==> src/hdl/dpb_pkg.sv <==
// ----------------------------------------------------------------------------
// dpb_pkg
// Types, constants and helpers shared by the depth back-projection block.
// ----------------------------------------------------------------------------
`default_nettype none

package dpb_pkg;

  localparam int FRAC_BITS = 16;
  localparam int OUT_W     = 40;
  localparam int DMAG_W    = 32;
  localparam int PROD_W    = 48;
  localparam int T_W       = 80;
  localparam int ACC_W     = 112;
  localparam int QUO_W     = 64;
  localparam int GAIN_FRAC = 24;

  localparam logic [QUO_W-1:0] POS_LIMIT = QUO_W'((64'd1 << (OUT_W-1)) - 64'd1);
  localparam logic [QUO_W-1:0] NEG_LIMIT = QUO_W'(64'd1 << (OUT_W-1));

  typedef enum logic [2:0] {
    REG_DEPTH_GAIN     = 3'd0,
    REG_CENTER_U       = 3'd1,
    REG_CENTER_V       = 3'd2,
    REG_INV_FOCAL_U    = 3'd3,
    REG_INV_FOCAL_V    = 3'd4,
    REG_FOCAL_BASELINE = 3'd5,
    REG_DISPARITY_MAX  = 3'd6,
    REG_UVD_MODE       = 3'd7
  } reg_idx_t;

  typedef struct packed {
    logic [31:0] depth_gain;
    logic [27:0] center_u;
    logic [27:0] center_v;
    logic [31:0] inv_focal_u;
    logic [31:0] inv_focal_v;
    logic [39:0] focal_baseline;
    logic [39:0] disparity_max;
    logic        uvd_mode;
  } cfg_t;

  typedef struct packed {
    logic              valid;
    logic              eol;
    logic [PROD_W-1:0] prod;
    logic [DMAG_W-1:0] du;
    logic              uneg;
    logic [DMAG_W-1:0] dv;
    logic              vneg;
  } item_t;

  typedef struct packed {
    logic  push;
    item_t item;
  } q_wr_t;

  typedef struct packed {
    logic  empty;
    item_t head;
  } q_rd_t;

  function automatic logic [OUT_W-1:0] sat_encode(input logic neg,
                                                  input logic [QUO_W-1:0] mag);
    logic [QUO_W-1:0] lim;
    logic [QUO_W-1:0] m;
    lim = neg ? NEG_LIMIT : POS_LIMIT;
    m   = (mag > lim) ? lim : mag;
    return neg ? OUT_W'(-m) : OUT_W'(m);
  endfunction

endpackage

`default_nettype wire

==> src/hdl/dpb_queue.sv <==
// ----------------------------------------------------------------------------
// dpb_queue
// Two-entry item queue between the front and the back.
// ----------------------------------------------------------------------------
`default_nettype none

module dpb_queue import dpb_pkg::*; (
  input  wire logic  clk,
  input  wire logic  rst_n,
  input  wire q_wr_t q_wr,
  input  wire logic  pop,
  output logic       full,
  output q_rd_t      q_rd
);

  item_t      mem_r [2];
  logic       wp_r, rp_r;
  logic [1:0] cnt_r;

  assign full       = (cnt_r == 2'd2);
  assign q_rd.empty = (cnt_r == 2'd0);
  assign q_rd.head  = mem_r[rp_r];

  always_ff @(posedge clk) begin
    if (q_wr.push) mem_r[wp_r] <= q_wr.item;
  end

  always_ff @(posedge clk) begin
    if (!rst_n) begin
      wp_r  <= 1'b0;
      rp_r  <= 1'b0;
      cnt_r <= 2'd0;
    end else begin
      if (q_wr.push) wp_r <= !wp_r;
      if (pop)       rp_r <= !rp_r;
      cnt_r <= cnt_r + 2'(q_wr.push) - 2'(pop);
    end
  end

endmodule

`default_nettype wire

==> config.mk <==
export PLATFORM = sky130hd
export DESIGN_NAME = dpb_queue
export DESIGN_NICKNAME = d
export VERILOG_FILES = /design/src/hdl/dpb_pkg.sv /design/src/hdl/dpb_queue.sv
export SDC_FILE = /design/constraint.sdc
export NUM_CORES = 1
export LEC_CHECK = 0
export ABC_AREA = 1
export BUFFER_PORTS_ARGS = -buffer_cell sky130_fd_sc_hd__buf_2
export CAP_MARGIN = 20
export CORE_MARGIN = 2
export CORE_UTILIZATION = 52
export CTS_CLUSTER_SIZE = 28
export DETAILED_ROUTE_END_ITERATION = 16
export GPL_ROUTABILITY_DRIVEN = 0
export GPL_TIMING_DRIVEN = 0
export PLACE_DENSITY = 0.8
export SLEW_MARGIN = 30
export SYNTH_ARGS = -nofsm -noshare
export SYNTH_HDL_FRONTEND = slang
export SYNTH_SLANG_ARGS = --single-unit
export TNS_END_PERCENT = 50
==> constraint.sdc <==
create_clock -name clk -period 7.8 [get_ports clk]
set_clock_uncertainty 0.1 [all_clocks]
set_input_delay 1.56 -clock clk [delete_from_list [all_inputs] [get_ports clk]]
set_output_delay 1.56 -clock clk [all_outputs]
set_load 0.01 [all_outputs]
==> impl_metrics.toml <==
[setup_path]
critPathSlowestCell = "mux2_2"
start_kind = "flop"
crit_required_ns = 6.14
critPathKind = "flop to output port"
r2r_start = "wp_r$_SDFFE_PN0P_"
end_kind = "output port"
arrival_ns = 1.82
critPathMaxFanout = 10
path_cells = "buf_6 > buf_2 > mux2_2 > buf_2"
cpMostUsedCell = "buf_2"
cpPeakStageDelay_ns = 0.41

[finish]
final_cells = 899
nets = 785
syn2layout_area_growth_pct = 27.5
drive_gt1_frac = 0.603
final.fill_count = 1071

[logic_synthesis]
yosys.cell_types.count = 12
synthCells = 394
synth_seq_cells = 237
postSynthAreaPerCell_um2 = 22.2
synth.cell_area_mm2 = 0.00875
synth_area_leaders = "edfxtp_1, mux2_2, mux2_4"
yosysTopAreaCellShare = 0.796
ys_warn_count = 0
yosysSeqAreaShare = 0.808
syn-num-nets = 516
synth_top_area_cell = "edfxtp_1"

[floorplan]
start_util = 0.530
io-pin-count = 238
rows = 47
die_area_mm2 = 0.0179
die_w_um = 134
core_mm2 = 0.0165
die_h_um = 134

[clocking]
cts_resized = 0
cts_hold_buffers = 0
cts.sinks = 237
clock_latency_ns = 0.49
post_cts_buffers = 0
path_clk_slew_ns = 0.06
cts_made_buffers = 24
clock-root-buffer = "clkbuf_16"
clock_path_buffers = 3
cts_tree = "built"
cts_max_level = 1

[placed_design]
pre_cts_slack_ns = 4.44
hpwl_um = 11500
placed_cells = 857
numPortBuffers = 237

[timing]
tightest_slew_ns = 0.708
finalMaxSlewViolations = 0
fmax_mhz = 287
period_share = 0.446
hold_viol_final = 0
worst_slack_ns = 4.32
post-route-min-period_ns = 3.48
rsz0062_at_grt = "false"
max_slew_margin = 0.527
finalSetupTns_ns = 0
setup_viol = 0

[hold_path]
hp-start = "rp_r$_SDFFE_PN0P_"
hp-class = "flop to flop"

[detailed_routing]
vias = 4525
viasPerCell = 5.03
drt-initial-drc-count = 273
wirelength_um = 16700
drc = 0
ant_nets = 0
dr.pass1.iters = 4
wl_per_cell_um = 18.6

[job]
drv_cap = 0

[pwr]
power.density_mw_per_mm2 = 258
fin_total_pwr_mw = 2.88
ir_worst_vdd_v = 0.000180
leakage_nw = 4.36

[status]
status = "finished clean"

[grt]
track_usage = 0.182
grt_max_degree = 60
grt_pass1_vias = 4766
antenna_found_initial = 2
grt_pass1_wl_um = 25200
overflow = 0
-- placed cells by master (no fill, tap or decap), drive strengths merged --
| cell | count |
|---|---|
| nand2 | 8 |
| edfxtp | 232 |
| diode | 1 |
| dfxtp | 5 |
| clkinv | 8 |
| mux2 | 116 |
| a21oi | 1 |
| buf | 256 |
| clkbuf | 30 |
| inv | 8 |
| nor2 | 9 |
| nand3 | 1 |
| bufinv | 2 |
| ha | 2 |
-- metrics by stage --
stage                util  area (um2)  hold WS (ns)
detailed placement  0.629       10400         0.396
global route        0.675       11200         0.452
finish              0.675       11200         0.409
floorplan               -        8750         0.363
CTS                 0.675       11200         0.417
global placement    0.618       10200         0.375
-- layout make-up --
cell class                 count  area [um2]  share of cell area
clock buffer                  30         654              0.0586
tap                          220         275              0.0247
antenna                        1        2.50            0.000224
sequential                   237        7070               0.633
buffer                        13         103             0.00919
multi-input combinational    137        1560               0.140
timing repair buffer         243        1350               0.121
inverter                       7        33.8             0.00303
clock inverter                11         109             0.00976
-- layer usage --
layer,global-route usage,part of all wire,vias up
met3,0.0567,0.087,33
met1,0.216,0.38,2212
met4,0.0550,0.023,2
li1,-,-,2082
met5,0,0.00078,-
met2,0.319,0.50,196
-- sequential cells by signal, summed over array words and instances, names as in the netlist, named ones only --
register  cells
rp_r          1
mem_r       232
cnt_r         2
wp_r          1
-- worst paths after layout --
check                       endpoint  slack (ns)  cells past startpoint
max                         q_rd[51]        4.32                      4
min                             flop        0.41                      2
max reg2reg  mem_r[0][106]$_DFFE_PP_        5.84                      4
min reg2reg                     flop        0.41                      2
-- synth_stat cells --
library cell and count:
edfxtp_1 232, mux2_2 76, mux2_4 40, nor2_1 9, nand2_1 8, buf_2 7
inv_1 7, buf_6 6, dfxtp_1 5, ha_1 2, a21oi_1 1, nand3_1 1
-- logic make-up (layout without fill, tap and decap cells) --
group	count (synthesis)	after routing	share of synthesized area
fa+ha+maj	2	2	0.00286
flops	237	237	0.808
other cells	0	1	0
simple gates	18	18	0.00786
mux	116	116	0.166
buf+inv	20	304	0.0147
compound gates	1	1	0.000571
-- power by group --
part | switching, mW | total (mW) | internal [mW]
clock | 0.438 | 1.10 | 0.659
combinational | 0.147 | 0.290 | 0.143
sequential | 0.0171 | 1.49 | 1.47
-- critical path: cells and delay by family (launching register included) --
| family | cells | cell delay, ns |
|---|---|---|
| mux | 1 | 0.41 |
| flops | 1 | 0.32 |
| buf+inv | 3 | 0.58 |
Power figures use the tool's default switching activity.
