[config.mk]
export PLATFORM = sky130hd
export DESIGN_NAME = dpb_back
export DESIGN_NICKNAME = d
export VERILOG_FILES = /design/src/hdl/dpb_pkg.sv /design/src/hdl/dpb_back.sv
export SDC_FILE = /design/constraint.sdc
export NUM_CORES = 2
export LEC_CHECK = 0
export ABC_AREA = 1
export ABC_CLOCK_PERIOD_IN_PS = 26700
export BUFFER_PORTS_ARGS = -buffer_cell sky130_fd_sc_hd__buf_2
export CAP_MARGIN = 20
export CORE_MARGIN = 8
export CORE_UTILIZATION = 47
export DETAILED_ROUTE_END_ITERATION = 7
export REMOVE_ABC_BUFFERS = 1
export SYNTH_ARGS = -nofsm -noshare
export SYNTH_HDL_FRONTEND = slang
export SYNTH_SLANG_ARGS = --single-unit
[constraint.sdc]
create_clock -name clk -period 26.7 [get_ports clk]
set_input_delay 4.005 -clock clk [delete_from_list [all_inputs] [get_ports clk]]
set_output_delay 4.005 -clock clk [all_outputs]
set_load 0.005 [all_outputs]
[src/hdl/dpb_pkg.sv]
// ----------------------------------------------------------------------------
// dpb_pkg
// Types, constants and helpers shared by the depth back-projection block.
// ----------------------------------------------------------------------------
`default_nettype none

package dpb_pkg;

  localparam int FRAC_BITS = 16;
  localparam int OUT_W     = 40;
  localparam int DMAG_W    = 32;
  localparam int PROD_W    = 48;
  localparam int T_W       = 80;
  localparam int ACC_W     = 112;
  localparam int QUO_W     = 64;
  localparam int GAIN_FRAC = 24;

  localparam logic [QUO_W-1:0] POS_LIMIT = QUO_W'((64'd1 << (OUT_W-1)) - 64'd1);
  localparam logic [QUO_W-1:0] NEG_LIMIT = QUO_W'(64'd1 << (OUT_W-1));

  typedef enum logic [2:0] {
    REG_DEPTH_GAIN     = 3'd0,
    REG_CENTER_U       = 3'd1,
    REG_CENTER_V       = 3'd2,
    REG_INV_FOCAL_U    = 3'd3,
    REG_INV_FOCAL_V    = 3'd4,
    REG_FOCAL_BASELINE = 3'd5,
    REG_DISPARITY_MAX  = 3'd6,
    REG_UVD_MODE       = 3'd7
  } reg_idx_t;

  typedef struct packed {
    logic [31:0] depth_gain;
    logic [27:0] center_u;
    logic [27:0] center_v;
    logic [31:0] inv_focal_u;
    logic [31:0] inv_focal_v;
    logic [39:0] focal_baseline;
    logic [39:0] disparity_max;
    logic        uvd_mode;
  } cfg_t;

  typedef struct packed {
    logic              valid;
    logic              eol;
    logic [PROD_W-1:0] prod;
    logic [DMAG_W-1:0] du;
    logic              uneg;
    logic [DMAG_W-1:0] dv;
    logic              vneg;
  } item_t;

  typedef struct packed {
    logic  push;
    item_t item;
  } q_wr_t;

  typedef struct packed {
    logic  empty;
    item_t head;
  } q_rd_t;

  function automatic logic [OUT_W-1:0] sat_encode(input logic neg,
                                                  input logic [QUO_W-1:0] mag);
    logic [QUO_W-1:0] lim;
    logic [QUO_W-1:0] m;
    lim = neg ? NEG_LIMIT : POS_LIMIT;
    m   = (mag > lim) ? lim : mag;
    return neg ? OUT_W'(-m) : OUT_W'(m);
  endfunction

endpackage

`default_nettype wire

[src/hdl/dpb_back.sv]
// ----------------------------------------------------------------------------
// dpb_back
// Point arithmetic: shared 32x32 multiply-accumulate and radix-2 divider.
// ----------------------------------------------------------------------------
`default_nettype none

module dpb_back import dpb_pkg::*; (
  input  wire logic  clk,
  input  wire logic  rst_n,
  input  wire cfg_t  cfg,
  input  wire q_rd_t q_rd,
  output logic       pop,
  output logic       out_tvalid,
  input  wire logic  out_tready,
  output logic [119:0] out_tdata,
  output logic       out_tuser,
  output logic       out_tlast
);

  typedef enum logic [2:0] {
    ST_IDLE, ST_MUL, ST_ACC, ST_FIN, ST_DIV, ST_DIVFIN, ST_DONE
  } state_t;

  state_t            state_r;
  item_t             it_r;
  logic [2:0]        step_r;
  logic              phase_r;
  logic [5:0]        cnt_r;
  logic [63:0]       mprod_r;
  logic [T_W-1:0]    t_r;
  logic [ACC_W-1:0]  acc_r;
  logic [QUO_W-1:0]  quo_r;
  logic [PROD_W-1:0] rem_r;
  logic [OUT_W-1:0]  x_r, y_r, z_r;
  logic              valid_r, last_r;

  logic [31:0]       mul_a, mul_b, inv;
  logic [DMAG_W-1:0] dmag;
  logic              neg;
  logic [PROD_W:0]   rem_sh;
  logic              ge;
  logic [QUO_W-1:0]  dmax, fin_mag;

  assign pop        = (state_r == ST_IDLE) && !q_rd.empty;
  assign out_tvalid = (state_r == ST_DONE);
  assign out_tdata  = {z_r, y_r, x_r};
  assign out_tuser  = valid_r;
  assign out_tlast  = last_r;

  assign inv    = phase_r ? cfg.inv_focal_v : cfg.inv_focal_u;
  assign dmag   = phase_r ? it_r.dv : it_r.du;
  assign neg    = phase_r ? it_r.vneg : it_r.uneg;
  assign rem_sh = {rem_r, quo_r[QUO_W-1]};
  assign ge     = rem_sh >= {1'b0, it_r.prod};
  assign dmax   = QUO_W'(cfg.disparity_max);
  assign fin_mag = (|acc_r[ACC_W-1:96]) ? '1 : QUO_W'(acc_r[95:56]);

  always_comb begin
    mul_b = inv;
    unique case (step_r)
      3'd0: mul_a = it_r.prod[31:0];
      3'd1: mul_a = 32'(it_r.prod[PROD_W-1:32]);
      3'd2: begin mul_a = t_r[31:0];  mul_b = dmag; end
      3'd3: begin mul_a = t_r[63:32]; mul_b = dmag; end
      3'd4: begin mul_a = 32'(t_r[T_W-1:64]); mul_b = dmag; end
      default: mul_a = '0;
    endcase
  end

  always_ff @(posedge clk) begin
    if (!rst_n) begin
      state_r <= ST_IDLE;
      step_r  <= '0;
      phase_r <= 1'b0;
      cnt_r   <= '0;
    end else begin
      unique case (state_r)
        ST_IDLE: begin
          if (!q_rd.empty) begin
            it_r    <= q_rd.head;
            last_r  <= q_rd.head.eol;
            valid_r <= q_rd.head.valid;
            step_r  <= '0;
            phase_r <= 1'b0;
            cnt_r   <= '0;
            if (!q_rd.head.valid) begin
              x_r <= '0; y_r <= '0; z_r <= '0;
              state_r <= ST_DONE;
            end else if (cfg.uvd_mode) begin
              x_r <= sat_encode(q_rd.head.uneg, QUO_W'(q_rd.head.du));
              y_r <= sat_encode(q_rd.head.vneg, QUO_W'(q_rd.head.dv));
              quo_r <= {cfg.focal_baseline, 24'd0};
              rem_r <= '0;
              if (q_rd.head.prod == '0) begin
                z_r     <= sat_encode(1'b1, NEG_LIMIT);
                state_r <= ST_DONE;
              end else begin
                state_r <= ST_DIV;
              end
            end else begin
              z_r <= sat_encode(1'b0,
                       QUO_W'(q_rd.head.prod >> (GAIN_FRAC - FRAC_BITS)));
              state_r <= ST_MUL;
            end
          end
        end
        ST_MUL: begin
          mprod_r <= 64'(mul_a) * 64'(mul_b);
          state_r <= ST_ACC;
        end
        ST_ACC: begin
          unique case (step_r)
            3'd0: t_r   <= T_W'(mprod_r);
            3'd1: t_r   <= t_r + (T_W'(mprod_r) << 32);
            3'd2: acc_r <= ACC_W'(mprod_r);
            3'd3: acc_r <= acc_r + (ACC_W'(mprod_r) << 32);
            default: acc_r <= acc_r + (ACC_W'(mprod_r) << 64);
          endcase
          if (step_r == 3'd4) begin
            state_r <= ST_FIN;
          end else begin
            step_r  <= step_r + 3'd1;
            state_r <= ST_MUL;
          end
        end
        ST_FIN: begin
          step_r <= '0;
          if (!phase_r) begin
            x_r     <= sat_encode(neg, fin_mag);
            phase_r <= 1'b1;
            state_r <= ST_MUL;
          end else begin
            y_r     <= sat_encode(neg, fin_mag);
            state_r <= ST_DONE;
          end
        end
        ST_DIV: begin
          rem_r <= ge ? PROD_W'(rem_sh - {1'b0, it_r.prod}) : rem_sh[PROD_W-1:0];
          quo_r <= {quo_r[QUO_W-2:0], ge};
          cnt_r <= cnt_r + 6'd1;
          if (cnt_r == 6'd63) state_r <= ST_DIVFIN;
        end
        ST_DIVFIN: begin
          if (quo_r > dmax) z_r <= sat_encode(1'b1, quo_r - dmax);
          else              z_r <= sat_encode(1'b0, dmax - quo_r);
          state_r <= ST_DONE;
        end
        ST_DONE: begin
          if (out_tready) state_r <= ST_IDLE;
        end
        default: state_r <= ST_IDLE;
      endcase
    end
  end

endmodule

`default_nettype wire

==> impl_summary.md <==
Run status
The run finished with clean final reports.

Route
The top layer used by detailed routing is met5. The detail route stage leaves a number of antenna-violating nets equal to 0. The first routing iteration left 7836 violations. The first TritonRoute pass finished after 6 iterations. In the final routing, the length of wire on met1 measures approximately 140 mm. Dividing the detail-routed via count by the number of cells gives 5.63. For this run, design rule violations remaining after detail routing come to 0. The final layout contains routed wiring with a total length of about 320 mm. In the detailed route, the total length drawn on met3 is roughly 29 mm. The via total after detailed routing is just under 80000. Dividing the detail-routed wire length by the instance count gives about 24 um. The amount of wire on met2 after detailed routing is around 140 mm.

Floorplanning
The number of core rows is roughly 150. The floorplan step defined a die boundary enclosing between 150000 and 200000 um2. The core region is 176000 um2. The height of the die is 436 um. The number of placed I/O pins is between 400 and 500. The initial core utilization is 0.472.

Measured along the x axis, the die boundary spans 436 um.

Yosys
The area fraction in and, or, nand and nor cells after synthesis is 0.221. The adder-cell share of the synthesized area is 0.308. In this run, distinct cell masters in the synthesized netlist total 73. Dividing the synthesized area by the synthesized cell count gives about 7.5 um2. The portion of the post-synthesis area used by sequential elements is 0.210.

sky130_fd_sc_hd__fa_1 takes more of the synthesized area than any other cell. The most used standard cell by instance count after synthesis is sky130_fd_sc_hd__nand2_1. The most common flop cell mapped by yosys is sky130_fd_sc_hd__edfxtp_1. The cell count after synthesis came out at 11035. After synthesis the cells add up to ~83000 um2. After synthesis, the share of cell area in mux cells is 0.000121. The synthesized design contains a little under 600 register bits. The fraction of the mapped netlist area in compound gates is 0.120. The main combinational cell family by area after synthesis is adder cells. The number of enable-type register cells in the synthesized netlist is 572.

Of the total synthesized cell area, the portion taken by XOR and XNOR cells is 0.0296. By area the synthesized netlist is led by sky130_fd_sc_hd__fa_1 (22%), sky130_fd_sc_hd__edfxtp_1 (21%), sky130_fd_sc_hd__nand2_1 (10%). The share of synthesized area in the top cell type comes to 0.217. The warning count from the yosys run is 0. The fraction of registers with async set/reset is 0. The commonest cells after synthesis are sky130_fd_sc_hd__nand2_1 (2248), sky130_fd_sc_hd__inv_1 (2027), sky130_fd_sc_hd__nor2_1 (1415).

Clocking
The quantity of hold-fixing buffers added after cts is 0. The master cell of the clock root buffer is sky130_fd_sc_hd__clkbuf_16. Once the clock tree was built, the setup fixing pass inserted 0 buffers.

After clock tree synthesis, the clock-pin slew on the worst setup and hold paths is about 0.060 ns. The number of clock buffers inserted by TritonCTS is 75. The maximum level of the CTS H-tree is 3. For the worst-skew pair, the clock arrives at the later sink with an insertion delay of about 0.73 ns. The count of cells resized by post-cts repair is 0. The number of buffers on the longest clock path is 3. For this design, the sink count on the clock tree is 585. The clock tree from TritonCTS is yes.

Critical path
The required time of the critical path is approximately 27 ns. The kind of start point of the critical path is an input port. STA puts the critical path data arrival time at approximately 13 ns. The critical path in this run is classified as in -> reg. The worst reg-to-reg setup slack is about 15 ns. The type of element capturing the critical path is a flop. The maximum fanout along the worst path is 17.

Hold path
The type of the worst min-delay path is reg -> reg.

Global route
The total track usage is 0.331. The wire length of the first global-routing pass is 479 mm. The number of global-route vias before repair was roughly 76000. Entering global routing, the biggest net connects approximately 100 pins. The initial antenna violation count is 23. Global routing finished with a remaining overflow of 0.

STA
The final critical path time including I/O delays and setup is between 10 and 15 ns. Setup violations remaining at the end of the flow were counted as 0. The final hold slack is a little under 0.5 ns. The worst clock skew is 0.0568 ns.

Setup repair after global routing left no endpoint under its margin. Dividing the final minimum period by the clock period gives 0.460. The count of endpoints failing hold in the final timing report is 0. The relative slew slack is 0.242. For the pin with the worst max-slew slack, the measured transition is around 1.1 ns. The max-slew violation count is 0. Summed over all failing endpoints, the final setup total negative slack is 0 ns. The maximum frequency from static timing analysis is between 0.08 and 0.09 GHz.

Place
The count of buffers inserted at the top-level ports is roughly 390. Routability-driven placement finished with a final weighted congestion of 1.02. The half-perimeter wire length after placement is about 260 mm.

Cells and area
The utilization after layout is 0.514. The number of fillers in the final layout is about 17000. In the final layout, the multi-input gates occupy 56600 um2. The fraction of layout cells with a size suffix above 1 is 0.0817. The final-stage net count is approximately 13000. In the final layout, flip-flops and latches occupy 17400 um2. From synthesis to final layout, the design area changed by 8.92%.

Job
Max-cap violations in this run came to 0.
## logic make-up (layout without fill, tap and decap cells)
group | Yosys count | after routing
buf+inv | 2445 | 2770
xor+xnor | 277 | 277
flops | 585 | 585
compound gates | 1779 | 1779
simple gates | 4447 | 4447
other cells | 0 | 10
fa+ha+maj | 1501 | 1501
mux | 1 | 1
## final cells by class
type / instances / share of cell area
Multi-Input combinational cell: 8005 / 0.625
Tap cell: 2340 / 0.0324
Antenna cell: 10 / 0.000277
Clock buffer: 92 / 0.0226
Sequential cell: 585 / 0.193
Clock inverter: 44 / 0.00612
Timing Repair Buffer: 517 / 0.0324
Inverter: 2117 / 0.0879
## sequential cells by signal, summed over array words and instances, names as in the netlist, 6 cells and up
name	cells
it_r	114
acc_r	80
t_r	80
mprod_r	64
quo_r	64
rem_r	48
x_r	40
y_r	40
z_r	40
cnt_r	6
## metal layers
| metal | track usage | up-vias |
|---|---|---|
| met2 | 0.515 | 3429 |
| met4 | 0.138 | 12 |
| li1 | - | 35481 |
| met1 | 0.453 | 37655 |
| met3 | 0.0637 | 631 |
| met5 | 0 | - |
## stage by stage
stage	cell area, um2	setup slack, ns	instances
after floorplan	81700	13.35	10707
after global placement	87800	13.86	13562
after detailed placement	87800	13.79	13562
after CTS	90400	14.54	13698
after global routing	90400	14.09	13705
final	90400	14.41	13710
## critical path, stage by stage
cell	delay [ns]
sky130_fd_sc_hd__buf_2	0.10
sky130_fd_sc_hd__nor2_1	0.08
sky130_fd_sc_hd__o21ai_0	0.25
sky130_fd_sc_hd__o21ai_4	0.46
sky130_fd_sc_hd__clkinv_1	0.97
sky130_fd_sc_hd__nand2_1	0.35
sky130_fd_sc_hd__fa_1	0.21
sky130_fd_sc_hd__inv_1	0.05
sky130_fd_sc_hd__fa_1	0.56
sky130_fd_sc_hd__fa_1	0.45
sky130_fd_sc_hd__fa_1	0.53
sky130_fd_sc_hd__fa_1	0.53
sky130_fd_sc_hd__fa_1	0.52
sky130_fd_sc_hd__fa_1	0.59
sky130_fd_sc_hd__inv_1	0.07
sky130_fd_sc_hd__fa_1	0.56
sky130_fd_sc_hd__inv_1	0.05
sky130_fd_sc_hd__ha_1	0.39
sky130_fd_sc_hd__a21oi_1	0.23
sky130_fd_sc_hd__o21a_1	0.15
sky130_fd_sc_hd__inv_1	0.05
sky130_fd_sc_hd__a21oi_1	0.10
sky130_fd_sc_hd__a21boi_0	0.35
sky130_fd_sc_hd__o21ai_1	0.17
sky130_fd_sc_hd__a21oi_1	0.34
sky130_fd_sc_hd__o21bai_1	0.21
sky130_fd_sc_hd__a21oi_1	0.25
sky130_fd_sc_hd__xnor2_1	0.09
## layout by cell type, fill, tap and decap left out, types with 17 or more instances in the layout
cell | synthesis | final
sky130_fd_sc_hd__nand2_1 | 2248 | 2246
sky130_fd_sc_hd__inv_1 | 2027 | 2025
sky130_fd_sc_hd__nor2_1 | 1415 | 1406
sky130_fd_sc_hd__fa_1 | 902 | 902
sky130_fd_sc_hd__a21oi_1 | 706 | 698
sky130_fd_sc_hd__o21ai_0 | 601 | 600
sky130_fd_sc_hd__ha_1 | 599 | 598
sky130_fd_sc_hd__edfxtp_1 | 572 | 572
sky130_fd_sc_hd__buf_2 | 31 | 388
sky130_fd_sc_hd__nand3_1 | 348 | 347
sky130_fd_sc_hd__xor2_1 | 175 | 175
sky130_fd_sc_hd__buf_4 | 8 | 127
sky130_fd_sc_hd__xnor2_1 | 98 | 98
sky130_fd_sc_hd__a31oi_1 | 94 | 94
sky130_fd_sc_hd__nand4_1 | 89 | 89
sky130_fd_sc_hd__nor3_1 | 86 | 82
sky130_fd_sc_hd__clkbuf_16 | 0 | 79
sky130_fd_sc_hd__or2_2 | 67 | 67
sky130_fd_sc_hd__inv_2 | 54 | 57
sky130_fd_sc_hd__o21ai_1 | 51 | 51
sky130_fd_sc_hd__o21a_1 | 47 | 47
sky130_fd_sc_hd__nor2_2 | 41 | 44
sky130_fd_sc_hd__clkinv_1 | 34 | 43
sky130_fd_sc_hd__o211ai_1 | 37 | 37
sky130_fd_sc_hd__nor4_1 | 50 | 35
sky130_fd_sc_hd__a21o_1 | 34 | 34
sky130_fd_sc_hd__o21bai_1 | 31 | 31
sky130_fd_sc_hd__nand2_2 | 28 | 29
sky130_fd_sc_hd__o22ai_1 | 25 | 25
sky130_fd_sc_hd__o31ai_1 | 24 | 24
sky130_fd_sc_hd__nor2_4 | 14 | 20
sky130_fd_sc_hd__a21boi_0 | 20 | 20
sky130_fd_sc_hd__nor4_2 | 2 | 17
## final timing paths
| kind | from | to | cells after the start |
|---|---|---|---|
| max | cfg[141] | mprod_r[56] | 28 |
| min | cnt_r[4] | cnt_r[4] | 2 |
| max reg2reg | step_r[0] | mprod_r[56] | 40 |
| min reg2reg | cnt_r[4] | cnt_r[4] | 2 |
Power is left out: the tool's default activity adds up to more than one toggle a clock period on the data nets, which glitch-free logic cannot reach.
